`src/hw/rtl/hrlp_pkg.sv`:
```
`default_nettype none

package hrlp_pkg;

    // Default URL buffer size; URL_MAX-1 characters are passed out at most.
    localparam int URL_MAX_DEF = 256;

    // The only byte that counts as a field separator.
    localparam logic [7:0] SPACE_CHAR = 8'h20;

    // Expected lengths and saturation values of the method and version counters.
    localparam logic [2:0] METHOD_LEN = 3'd3;
    localparam logic [2:0] METHOD_SAT = 3'd4;
    localparam logic [3:0] VERSION_LEN = 4'd8;
    localparam logic [3:0] VERSION_SAT = 4'd9;

    // One result item as it leaves the parser.
    typedef struct packed {
        logic [7:0] url_char;
        logic       is_verdict;
        logic       accepted;
        logic [7:0] url_length;
        logic       url_truncated;
    } res_t;

    // Folds ASCII lower-case letters to upper case.
    function automatic logic [7:0] fold_up(input logic [7:0] c);
        logic [7:0] r;
        r = c;
        if (c >= 8'h61 && c <= 8'h7a) begin
            r = c - 8'd32;
        end
        return r;
    endfunction

    // Characters of the method "GET".
    function automatic logic [7:0] method_char(input logic [1:0] idx);
        logic [7:0] r;
        unique case (idx)
            2'd0:    r = 8'h47;
            2'd1:    r = 8'h45;
            2'd2:    r = 8'h54;
            default: r = 8'h00;
        endcase
        return r;
    endfunction

    // Characters of "HTTP/1.1".
    function automatic logic [7:0] ver_a_char(input logic [2:0] idx);
        logic [7:0] r;
        unique case (idx)
            3'd0:    r = 8'h48;
            3'd1:    r = 8'h54;
            3'd2:    r = 8'h54;
            3'd3:    r = 8'h50;
            3'd4:    r = 8'h2f;
            3'd5:    r = 8'h31;
            3'd6:    r = 8'h2e;
            default: r = 8'h31;
        endcase
        return r;
    endfunction

    // Characters of "HTTP/1.0".
    function automatic logic [7:0] ver_b_char(input logic [2:0] idx);
        logic [7:0] r;
        unique case (idx)
            3'd7:    r = 8'h30;
            default: r = ver_a_char(idx);
        endcase
        return r;
    endfunction

endpackage

`default_nettype wire

```
`src/hw/rtl/hrlp_parser.sv`:
```
`default_nettype none

module hrlp_parser
    import hrlp_pkg::*;
#(
    parameter int URL_MAX = URL_MAX_DEF
) (
    input  wire logic       aclk,
    input  wire logic       aresetn,
    input  wire logic       in_valid,
    input  wire logic [7:0] in_byte,
    input  wire logic       in_last,
    output logic            res_valid,
    output res_t            res
);

    localparam int UCW = $clog2(URL_MAX + 1);
    localparam int LW  = (UCW > 8) ? UCW : 8;
    localparam logic [UCW-1:0] URL_LIMIT = UCW'(URL_MAX - 1);
    localparam logic [UCW-1:0] URL_FULL  = UCW'(URL_MAX);

    typedef enum logic [2:0] {
        PH_LEAD,
        PH_METHOD,
        PH_SP1,
        PH_URL,
        PH_SP2,
        PH_VER,
        PH_TRAIL
    } phase_t;

    phase_t         phase_reg, phase_next;
    logic [2:0]     method_count_reg, method_count_next;
    logic           method_ok_reg, method_ok_next;
    logic [3:0]     version_count_reg, version_count_next;
    logic [1:0]     version_matches_reg, version_matches_next;
    logic [UCW-1:0] url_count_reg, url_count_next;
    logic           line_error_reg, line_error_next;

    logic           sp;
    logic           do_method;
    logic           do_version;
    logic           url_byte;
    logic [7:0]     up;
    logic           trunc;
    logic [UCW-1:0] len;
    logic [LW-1:0]  len_ext;
    logic           ok;

    assign sp = (in_byte == SPACE_CHAR);
    assign up = fold_up(in_byte);

    // Phase machine and field checks for the current byte.
    always_comb begin
        phase_next           = phase_reg;
        method_count_next    = method_count_reg;
        method_ok_next       = method_ok_reg;
        version_count_next   = version_count_reg;
        version_matches_next = version_matches_reg;
        url_count_next       = url_count_reg;
        line_error_next      = line_error_reg;
        do_method            = 1'b0;
        do_version           = 1'b0;
        url_byte             = 1'b0;
        res_valid            = 1'b0;
        res                  = '0;

        unique case (phase_reg)
            PH_LEAD: begin
                if (!sp) begin
                    phase_next = PH_METHOD;
                    do_method  = 1'b1;
                end
            end
            PH_METHOD: begin
                if (sp) begin
                    phase_next = PH_SP1;
                end else begin
                    do_method = 1'b1;
                end
            end
            PH_SP1: begin
                if (!sp) begin
                    phase_next = PH_URL;
                    url_byte   = 1'b1;
                end
            end
            PH_URL: begin
                if (sp) begin
                    phase_next = PH_SP2;
                end else begin
                    url_byte = 1'b1;
                end
            end
            PH_SP2: begin
                if (!sp) begin
                    phase_next = PH_VER;
                    do_version = 1'b1;
                end
            end
            PH_VER: begin
                if (sp) begin
                    phase_next = PH_TRAIL;
                end else begin
                    do_version = 1'b1;
                end
            end
            default: begin
                if (!sp) begin
                    line_error_next = 1'b1;
                end
            end
        endcase

        // Method comparison against "GET", saturating count.
        if (do_method) begin
            if (method_count_reg < METHOD_LEN) begin
                if (up != method_char(method_count_reg[1:0])) begin
                    method_ok_next = 1'b0;
                end
                method_count_next = method_count_reg + 3'd1;
            end else begin
                method_count_next = METHOD_SAT;
            end
        end

        // Version comparison against both accepted versions at once.
        if (do_version) begin
            if (version_count_reg < VERSION_LEN) begin
                if (up != ver_a_char(version_count_reg[2:0])) begin
                    version_matches_next[0] = 1'b0;
                end
                if (up != ver_b_char(version_count_reg[2:0])) begin
                    version_matches_next[1] = 1'b0;
                end
                version_count_next = version_count_reg + 4'd1;
            end else begin
                version_count_next = VERSION_SAT;
            end
        end

        // URL characters go out until the buffer limit, then truncation is marked.
        if (url_byte && !in_last) begin
            if (url_count_reg < URL_LIMIT) begin
                url_count_next = url_count_reg + UCW'(1);
                res_valid      = 1'b1;
                res.url_char   = in_byte;
            end else begin
                url_count_next = URL_FULL;
            end
        end

        // Accept decision, taken after the final byte has gone through the phase machine
        // and before the state returns to its reset values.
        ok = !line_error_next
             && (phase_next == PH_VER || phase_next == PH_TRAIL)
             && method_ok_next && (method_count_next == METHOD_LEN)
             && (version_count_next == VERSION_LEN)
             && (version_matches_next != 2'b00);

        // The final byte yields the verdict and returns all state to reset values.
        if (in_last) begin
            res_valid         = 1'b1;
            res.is_verdict    = 1'b1;
            res.accepted      = ok;
            res.url_length    = len_ext[7:0];
            res.url_truncated = trunc;

            phase_next           = PH_LEAD;
            method_count_next    = '0;
            method_ok_next       = 1'b1;
            version_count_next   = '0;
            version_matches_next = 2'b11;
            url_count_next       = '0;
            line_error_next      = 1'b0;
        end
    end

    // Verdict length terms; the final byte never changes the URL count.
    assign trunc   = (url_count_reg >= URL_FULL);
    assign len     = trunc ? URL_LIMIT : url_count_reg;
    assign len_ext = LW'(len);

    // Line state advances on each accepted byte.
    always_ff @(posedge aclk) begin
        if (!aresetn) begin
            phase_reg           <= PH_LEAD;
            method_count_reg    <= '0;
            method_ok_reg       <= 1'b1;
            version_count_reg   <= '0;
            version_matches_reg <= 2'b11;
            url_count_reg       <= '0;
            line_error_reg      <= 1'b0;
        end else if (in_valid) begin
            phase_reg           <= phase_next;
            method_count_reg    <= method_count_next;
            method_ok_reg       <= method_ok_next;
            version_count_reg   <= version_count_next;
            version_matches_reg <= version_matches_next;
            url_count_reg       <= url_count_next;
            line_error_reg      <= line_error_next;
        end
    end

endmodule

`default_nettype wire

```
`src/hw/rtl/hrlp_out_buf.sv`:
```
`default_nettype none

module hrlp_out_buf
    import hrlp_pkg::*;
(
    input  wire logic aclk,
    input  wire logic aresetn,
    input  wire logic push,
    input  wire res_t push_data,
    output logic      space_ok,
    output logic      out_valid,
    output res_t      out_data,
    input  wire logic out_ready
);

    logic main_valid_reg, main_valid_next;
    res_t main_data_reg, main_data_next;
    logic skid_valid_reg, skid_valid_next;
    res_t skid_data_reg, skid_data_next;
    logic pop;

    assign pop       = main_valid_reg && out_ready;
    assign space_ok  = !skid_valid_reg;
    assign out_valid = main_valid_reg;
    assign out_data  = main_data_reg;

    // Output register with a skid entry behind it, so a result can be taken in
    // while the previous one still waits for its transfer.
    always_comb begin
        main_valid_next = main_valid_reg;
        main_data_next  = main_data_reg;
        skid_valid_next = skid_valid_reg;
        skid_data_next  = skid_data_reg;

        if (skid_valid_reg) begin
            if (pop) begin
                main_data_next  = skid_data_reg;
                skid_valid_next = 1'b0;
            end
        end else if (push) begin
            if (!main_valid_reg || pop) begin
                main_valid_next = 1'b1;
                main_data_next  = push_data;
            end else begin
                skid_valid_next = 1'b1;
                skid_data_next  = push_data;
            end
        end else if (pop) begin
            main_valid_next = 1'b0;
        end
    end

    always_ff @(posedge aclk) begin
        if (!aresetn) begin
            main_valid_reg <= 1'b0;
            skid_valid_reg <= 1'b0;
        end else begin
            main_valid_reg <= main_valid_next;
            skid_valid_reg <= skid_valid_next;
        end
        main_data_reg <= main_data_next;
        skid_data_reg <= skid_data_next;
    end

endmodule

`default_nettype wire

```
`src/hw/rtl/http_request_line_parser_core.sv`:
```
`default_nettype none

// HTTP request line parser. The line enters one byte per transfer on the slave
// stream, with tlast on its final byte. Each URL byte comes out as its own
// transfer (tuser low), up to URL_MAX-1 of them; the final byte produces one
// verdict transfer (tuser high) with the accept flag, the URL length (low 8
// bits) and a truncation flag, after which the parser is ready for a new line.
// A line is accepted when the method is GET and the version HTTP/1.1 or
// HTTP/1.0, both compared without regard to letter case, and nothing but
// spaces follows the version. Throughput is one byte per clock: the phase
// machine and its compares are combinational between the byte and the result
// register, and a two-entry output buffer keeps input flowing while one result
// waits; input stalls only when both entries are full.

module http_request_line_parser_core
    import hrlp_pkg::*;
#(
    parameter int URL_MAX = URL_MAX_DEF
) (
    input  wire logic        aclk,
    input  wire logic        aresetn,
    input  wire logic        s_axis_tvalid,
    output logic             s_axis_tready,
    input  wire logic [7:0]  s_axis_tdata,   // line_byte [7:0]
    input  wire logic        s_axis_tlast,
    output logic             m_axis_tvalid,
    input  wire logic        m_axis_tready,
    output logic [23:0]      m_axis_tdata,   // url_char [7:0], accepted [8],
                                             // url_length [16:9], url_truncated [17]
    output logic             m_axis_tuser    // is_verdict
);

    logic in_xfer;
    logic res_valid;
    res_t res;
    res_t out_res;

    assign in_xfer = s_axis_tvalid && s_axis_tready;

    // Phase machine, field checks and result formation.
    hrlp_parser #(
        .URL_MAX (URL_MAX)
    ) u_parser (
        .aclk      (aclk),
        .aresetn   (aresetn),
        .in_valid  (in_xfer),
        .in_byte   (s_axis_tdata),
        .in_last   (s_axis_tlast),
        .res_valid (res_valid),
        .res       (res)
    );

    // Result register with skid entry.
    hrlp_out_buf u_out_buf (
        .aclk      (aclk),
        .aresetn   (aresetn),
        .push      (in_xfer && res_valid),
        .push_data (res),
        .space_ok  (s_axis_tready),
        .out_valid (m_axis_tvalid),
        .out_data  (out_res),
        .out_ready (m_axis_tready)
    );

    // Pack the result fields onto the master stream.
    assign m_axis_tdata = {6'd0, out_res.url_truncated, out_res.url_length,
                           out_res.accepted, out_res.url_char};
    assign m_axis_tuser = out_res.is_verdict;

endmodule

`default_nettype wire
```
`config.mk`:
```
export PLATFORM = sky130hd
export DESIGN_NAME = http_request_line_parser_core
export DESIGN_NICKNAME = d
export VERILOG_FILES = /design/src/hw/rtl/hrlp_pkg.sv /design/src/hw/rtl/hrlp_parser.sv /design/src/hw/rtl/hrlp_out_buf.sv /design/src/hw/rtl/http_request_line_parser_core.sv
export SDC_FILE = /design/constraint.sdc
export NUM_CORES = 1
export LEC_CHECK = 0
export BUFFER_PORTS_ARGS = -buffer_cell sky130_fd_sc_hd__buf_2
export CAP_MARGIN = 15
export CORE_ASPECT_RATIO = 1.1
export CORE_MARGIN = 2
export CORE_UTILIZATION = 55
export CTS_CLUSTER_DIAMETER = 30
export CTS_CLUSTER_SIZE = 8
export DETAILED_ROUTE_END_ITERATION = 8
export PLACE_DENSITY = 0.74
export SYNTH_ARGS = -nofsm -noshare
export SYNTH_HDL_FRONTEND = slang
export SYNTH_SLANG_ARGS = --single-unit
```
`constraint.sdc`:
```
create_clock -name aclk -period 8.4 [get_ports aclk]
set_input_delay 0.42 -clock aclk [delete_from_list [all_inputs] [get_ports aclk]]
set_output_delay 0.42 -clock aclk [all_outputs]
set_load 0.01 [all_outputs]
```
# ---- Yosys cells after proc, flatten, opt, wreduce, memory -nomap -nowiden
# Cells that the tools add are included.
dict set report op_classes {
  n_addsub 4
  n_mux 61
  n_reduce_logical 33
  n_bitwise 2
  n_eq_ne 23
  magnitude_cmp 6
}
# operator count
set op_table {}
lappend op_table {{8-bit two-way mux} 11}
lappend op_table {{19-bit two-way mux} 4}
lappend op_table {{7-bit case mux with 5 select lines} 1}
lappend op_table {{3-bit two-way mux} 10}
lappend op_table {{9-bit two-way mux} 3}
lappend op_table {{8-bit inequality test} 3}
lappend op_table {{1-bit two-way mux} 23}
lappend op_table {{3-bit == test, second input constant} 7}
lappend op_table {{7-bit case mux with 3 select lines} 1}
lappend op_table {{3-bit case mux with 6 select lines} 1}
lappend op_table {{3-bit by 2-bit == test with 1-bit output, second input constant} 5}
lappend op_table {{4-bit two-way mux} 3}
lappend op_table {{11-bit two-way mux} 1}
lappend op_table {{1-bit logical AND} 10}
lappend op_table {{2-bit nonzero test} 5}
lappend op_table {{9-bit by 1-bit adder with 9-bit output, second input constant} 1}
lappend op_table {{9-bit greater-or-equal comparator, second input constant} 1}
lappend op_table {{9-bit by 8-bit < comparator with 1-bit output, second input constant} 1}
lappend op_table {{3-bit AND reduction} 3}
lappend op_table {{8-bit by 6-bit == test with 1-bit output, second input constant} 1}
lappend op_table {{8-bit by 7-bit greater-or-equal comparator with 1-bit output, second input constant} 1}
lappend op_table {{8-bit by 7-bit <= comparator with 1-bit output, second input constant} 1}
lappend op_table {{2-bit OR reduction} 4}
lappend op_table {{8-bit by 6-bit subtractor with 8-bit output, second input constant} 1}
lappend op_table {{17 further kinds} 27}
dict set report totals {
  reg_bits 63
  input_bits 13
  output_inout_bits 27
}

# ---- Logic depth before layout (Yosys ltp)
dict set report depth {
  ltp_word 16
  mapped_depth 10
  ltp_nobuf 9
}

# ---- Modules after synthesis
# A second synthesis with hierarchy kept.
dict set report hier_totals {
  hier_cells 331
  area_unflattened_um2 3585.9
}
# module instances area_each_um2 cells_each seq_area_each_um2
set modules_own_cells {}
lappend modules_own_cells {hrlp_parser 1 1941.9 248 460.4}
lappend modules_own_cells {hrlp_out_buf 1 1582.8 74 1181.1}
lappend modules_own_cells {http_request_line_parser_core 1 61.3 9 0.0}

# ---- Worst setup path before layout
# No wires, ideal clock.
dict set report synth_path {
  path_type {input-to-reg}
  from {input s_axis_tdata[6]}
  to {register u_out_buf.skid_data_reg[0] (netlist name) (enable)}
  setup_slack_ps 5323
  stages 8
  t_arrival_ps 2658
  path_buffers 0
  setup_time_ps 419
  t_required_ps 7981
  cell_sequence {inv_1 > ha_1 > nor3b_1 > nand2_1 > nand2b_1 > nor2_1 > o21ai_0 > nor3_1}
}
dict set report synth_between {
  elab_chain_len 8
}
# item line_no
set synth_rtl {}
lappend synth_rtl {{from (decl)} http_request_line_parser_core.sv:24} ;# input wire logic [7:0] s_axis_tdata,
lappend synth_rtl {{8-bit by 6-bit == test with 1-bit output} hrlp_parser.sv:50} ;# assign sp = (in_byte == SPACE_CHAR);
lappend synth_rtl {{1-bit two-way mux} {hrlp_parser.sv:83, hrlp_parser.sv:89}}
lappend synth_rtl {{1-bit two-way mux} n/a}
lappend synth_rtl {{1-bit logical AND} hrlp_parser.sv:143} ;# if (url_byte && !in_last) begin
lappend synth_rtl {{1-bit two-way mux} hrlp_parser.sv:143}
lappend synth_rtl {{1-bit two-way mux} hrlp_parser.sv:162} ;# if (in_last) begin
lappend synth_rtl {{1-bit logical AND} http_request_line_parser_core.sv:57} ;# .push (in_xfer && res_valid),
lappend synth_rtl {{3-bit AND reduction (no line)} n/a}
lappend synth_rtl {{to (signal assigned)} hrlp_out_buf.sv:62} ;# skid_data_reg <= skid_data_next;
lappend synth_rtl {{to (decl)} hrlp_out_buf.sv:19} ;# res_t skid_data_reg, skid_data_next;
# Every way passes these cells.
# A chain may end at the register's enable or synchronous reset.

# ---- Final worst setup path
dict set report layout_path {
  from {register u_out_buf.skid_valid_reg}
  to {register u_out_buf.skid_data_reg[5] (netlist name) (enable)}
}
dict set report layout_between {
  elab_chain_len 4
  elab_cells_between_ends 5
}
# item line_no
set layout_rtl {}
lappend layout_rtl {{from (decl)} hrlp_out_buf.sv:18} ;# logic skid_valid_reg, skid_valid_next;
lappend layout_rtl {{from (signal assigned)} hrlp_out_buf.sv:59} ;# skid_valid_reg <= skid_valid_next;
lappend layout_rtl {{1-bit logical NOT} hrlp_out_buf.sv:23} ;# assign space_ok = !skid_valid_reg;
lappend layout_rtl {{1-bit logical AND} http_request_line_parser_core.sv:38} ;# assign in_xfer = s_axis_tvalid && s_axis_tready;
lappend layout_rtl {{1-bit logical AND} http_request_line_parser_core.sv:57}
lappend layout_rtl {{3-bit AND reduction (no line) *} n/a}
# Mark *: on every way between the ends. The rest lies on a longest branch, timed or not.

==> results.sh <==
export IMPL_status="completed"
export IMPL_cts_buffers=9
export IMPL_final_fill_count=461
export IMPL_pre_cts_ws_ps=5500
export IMPL_ys_seq_area_frac=0.485
export IMPL_initialDrtViolationCount=195
export IMPL_drt_pass1_iterations=4
export IMPL_fin_util=0.650
export IMPL_post_drt_wl_per_cell_microns=15.7
export IMPL_wl_mm=7.10
export IMPL_yosysWarningCount=0
export IMPL_hold_class="input pin to flip-flop"
export IMPL_grt_pass1_vias=2457
export IMPL_finalCriticalPeriod_ps=2870
export IMPL_yosysUniqueCellTypes=62
export IMPL_path_class="flip-flop to flip-flop"
export IMPL_vias=2624
export IMPL_netlist_top_cells_count="45 x nand2_1, 38 x edfxtp_1, 29 x nor2_1"
export IMPL_port_buffers=33
export IMPL_powerDensity_nw_per_um2=179
export IMPL_grt_max_degree=23
export IMPL_syn_area_sq_um=3380
export IMPL_synth_flop_cell="edfxtp_1"
export IMPL_fin_nets=395
export IMPL_diodes=0
export IMPL_crit_fanout=15
export IMPL_setup_violations_final=0
export IMPL_instances_no_fill=451
export IMPL_clk_pin_slew_ps=70
export IMPL_synth_area_per_cell_sq_um=9.95
export IMPL_rows=29
export IMPL_grt_use_total=0.221
export IMPL_worstPathRequired_ps=8450
export IMPL_h_tree_depth=3
export IMPL_die_width_microns=78.8
export IMPL_synth_top_area_frac=0.337
export IMPL_multi_input_area_sq_um=1610
export IMPL_start_util=0.579
export IMPL_hold_violations=0
export IMPL_fp_dieH_microns=86.3
export IMPL_placed_cells=435
export IMPL_ys_seq_elements=63
export IMPL_post_cts_setup_buffer_count=0
export IMPL_clock_skew_ps=12.6
export IMPL_arrival_ps=2920
export IMPL_syn_inst=340
export IMPL_critical_path_endpoint_type="flip-flop"
export IMPL_grt_ovfl_total=0
export IMPL_slew_viol_final=0
export IMPL_worst_pin_slew_ps=1040
export IMPL_fin_tns_setup_ps=0
export IMPL_synth_edf_count=38
export IMPL_power_mw=0.681
export IMPL_post_route_period_util=0.342
export IMPL_rsz0062_at_grt="false"
export IMPL_die_area_sq_um=6800
export IMPL_cts_resized=0
export IMPL_maxSlewHeadroom=0.308
export IMPL_io_pins=40
export IMPL_drcViolationCount=0
export IMPL_yosysTopAreaCell="edfxtp_1"
export IMPL_grt_pass1_wl_mm=11.7
export IMPL_async_flop_share=0
export IMPL_clk_path_buf_depth=2
export IMPL_area_growth_pct=12.3
export IMPL_dp_hpwl_mm=5.08
export IMPL_cts_tree="yes"
export IMPL_regArea_sq_um=1640
export IMPL_core_area_sq_um=5840
export IMPL_routabilityCongestion=0.855
export IMPL_layout_setup_ws_ps=5530
export IMPL_antenna_found_initial=0
export IMPL_drv_cap=0
export IMPL_worstSetupStartpointType="flip-flop"
export IMPL_clock_fmax_mhz=348
export IMPL_synth_area_leaders="edfxtp_1 34%, dfxtp_1 15%, nand2_1 5.0%"
export IMPL_p_leak_nw=1.50
export IMPL_cts_sinks=63
export IMPL_antenna_left=0
export IMPL_vdd_ir_drop_max_uv=100
export IMPL_root_buffer="clkbuf_8"
export IMPL_drive_gt1_frac=0.193
export IMPL_postCtsHoldBufs=0
export IMPL_via_per_inst=5.82
export IMPL_synth_most_common_cell="nand2_1"
export IMPL_clk_latency_ps=340
final timing paths:
check | to | depth (start not counted) | slack [ps] | start
setup / recovery | u_out_buf.skid_data_reg[5] | 4 | 5530 | u_out_buf.skid_valid_reg
hold / removal | u_parser.version_matches_reg[0] | 2 | 380 | aresetn
setup reg to reg | u_out_buf.skid_data_reg[5] | 4 | 5530 | u_out_buf.skid_valid_reg
hold reg to reg | u_parser.method_ok_reg | 1 | 450 | u_parser.method_ok_reg
power breakdown:
group          switching [mW]  leakage, nW  total, mW  internal [mW]
clock network           0.128        0.111      0.299          0.171
logic                  0.0314        0.823     0.0472         0.0159
registers             0.00327        0.563      0.335          0.332
cell usage in the layout (no fill, tap or decap), types with 3 or more instances in the layout:
| cell type | netlist | final |
|---|---|---|
| xor2_1 | 7 | 7 |
| xnor2_1 | 3 | 3 |
| inv_6 | 0 | 3 |
| inv_1 | 13 | 13 |
| o21a_1 | 8 | 8 |
| o31ai_1 | 3 | 3 |
| conb_1 | 1 | 6 |
| nor4_1 | 4 | 4 |
| nand2_1 | 45 | 45 |
| and2_1 | 6 | 6 |
| and3_1 | 3 | 3 |
| a32oi_1 | 4 | 4 |
| a41oi_1 | 3 | 3 |
| edfxtp_1 | 38 | 38 |
| dfxtp_1 | 25 | 25 |
| nor2_1 | 29 | 29 |
| nand3_1 | 8 | 8 |
| nor2b_1 | 8 | 8 |
| ha_1 | 13 | 13 |
| mux2_2 | 10 | 10 |
| clkbuf_8 | 0 | 9 |
| nor3_1 | 10 | 9 |
| a21oi_1 | 15 | 15 |
| nand2b_1 | 7 | 7 |
| nand4_1 | 5 | 5 |
| buf_2 | 1 | 33 |
| o21bai_1 | 4 | 4 |
| o21ai_0 | 8 | 8 |
cell type report:
class,count,area share
flip-flops and latches,63,0.432
multi-input cells,248,0.425
repair buffers,34,0.0454
clock buffers,9,0.0326
clock inverters,7,0.0270
well taps,77,0.0254
inverters,13,0.0128
kinds of logic after synthesis:
| kind of cell | Yosys count | share of synthesized area |
|---|---|---|
| simple gates | 133 | 0.190 |
| fa+ha+maj | 13 | 0.0481 |
| buf+inv | 34 | 0.0469 |
| compound gates | 74 | 0.164 |
| mux | 12 | 0.0392 |
| xor+xnor | 10 | 0.0259 |
| flops | 63 | 0.485 |
| other cells | 1 | 0.00111 |
critical path: stages, from the launching register on:
cell and delay [ps]:
dfxtp_1 490, nor2b_1 710, o21ai_0 410, nor3_2 650
buf_4 320
per-layer routing:
| metal | track usage | share of wire | vias up |
|---|---|---|---|
| met5 | 0 | 0 | - |
| met4 | 0.0670 | 0.017 | 0 |
| met3 | 0.0563 | 0.051 | 11 |
| met2 | 0.364 | 0.48 | 76 |
| met1 | 0.288 | 0.45 | 1246 |
| li1 | - | - | 1291 |
per-stage QoR:
stage | area [sq um] | hold slack (ps)
after floorplan | 3400 | 426
after global placement | 3570 | 435
after detailed placement | 3570 | 439
after CTS | 3800 | 370
after global routing | 3800 | 371
final | 3800 | 377
(Power assumes the default switching activity.)
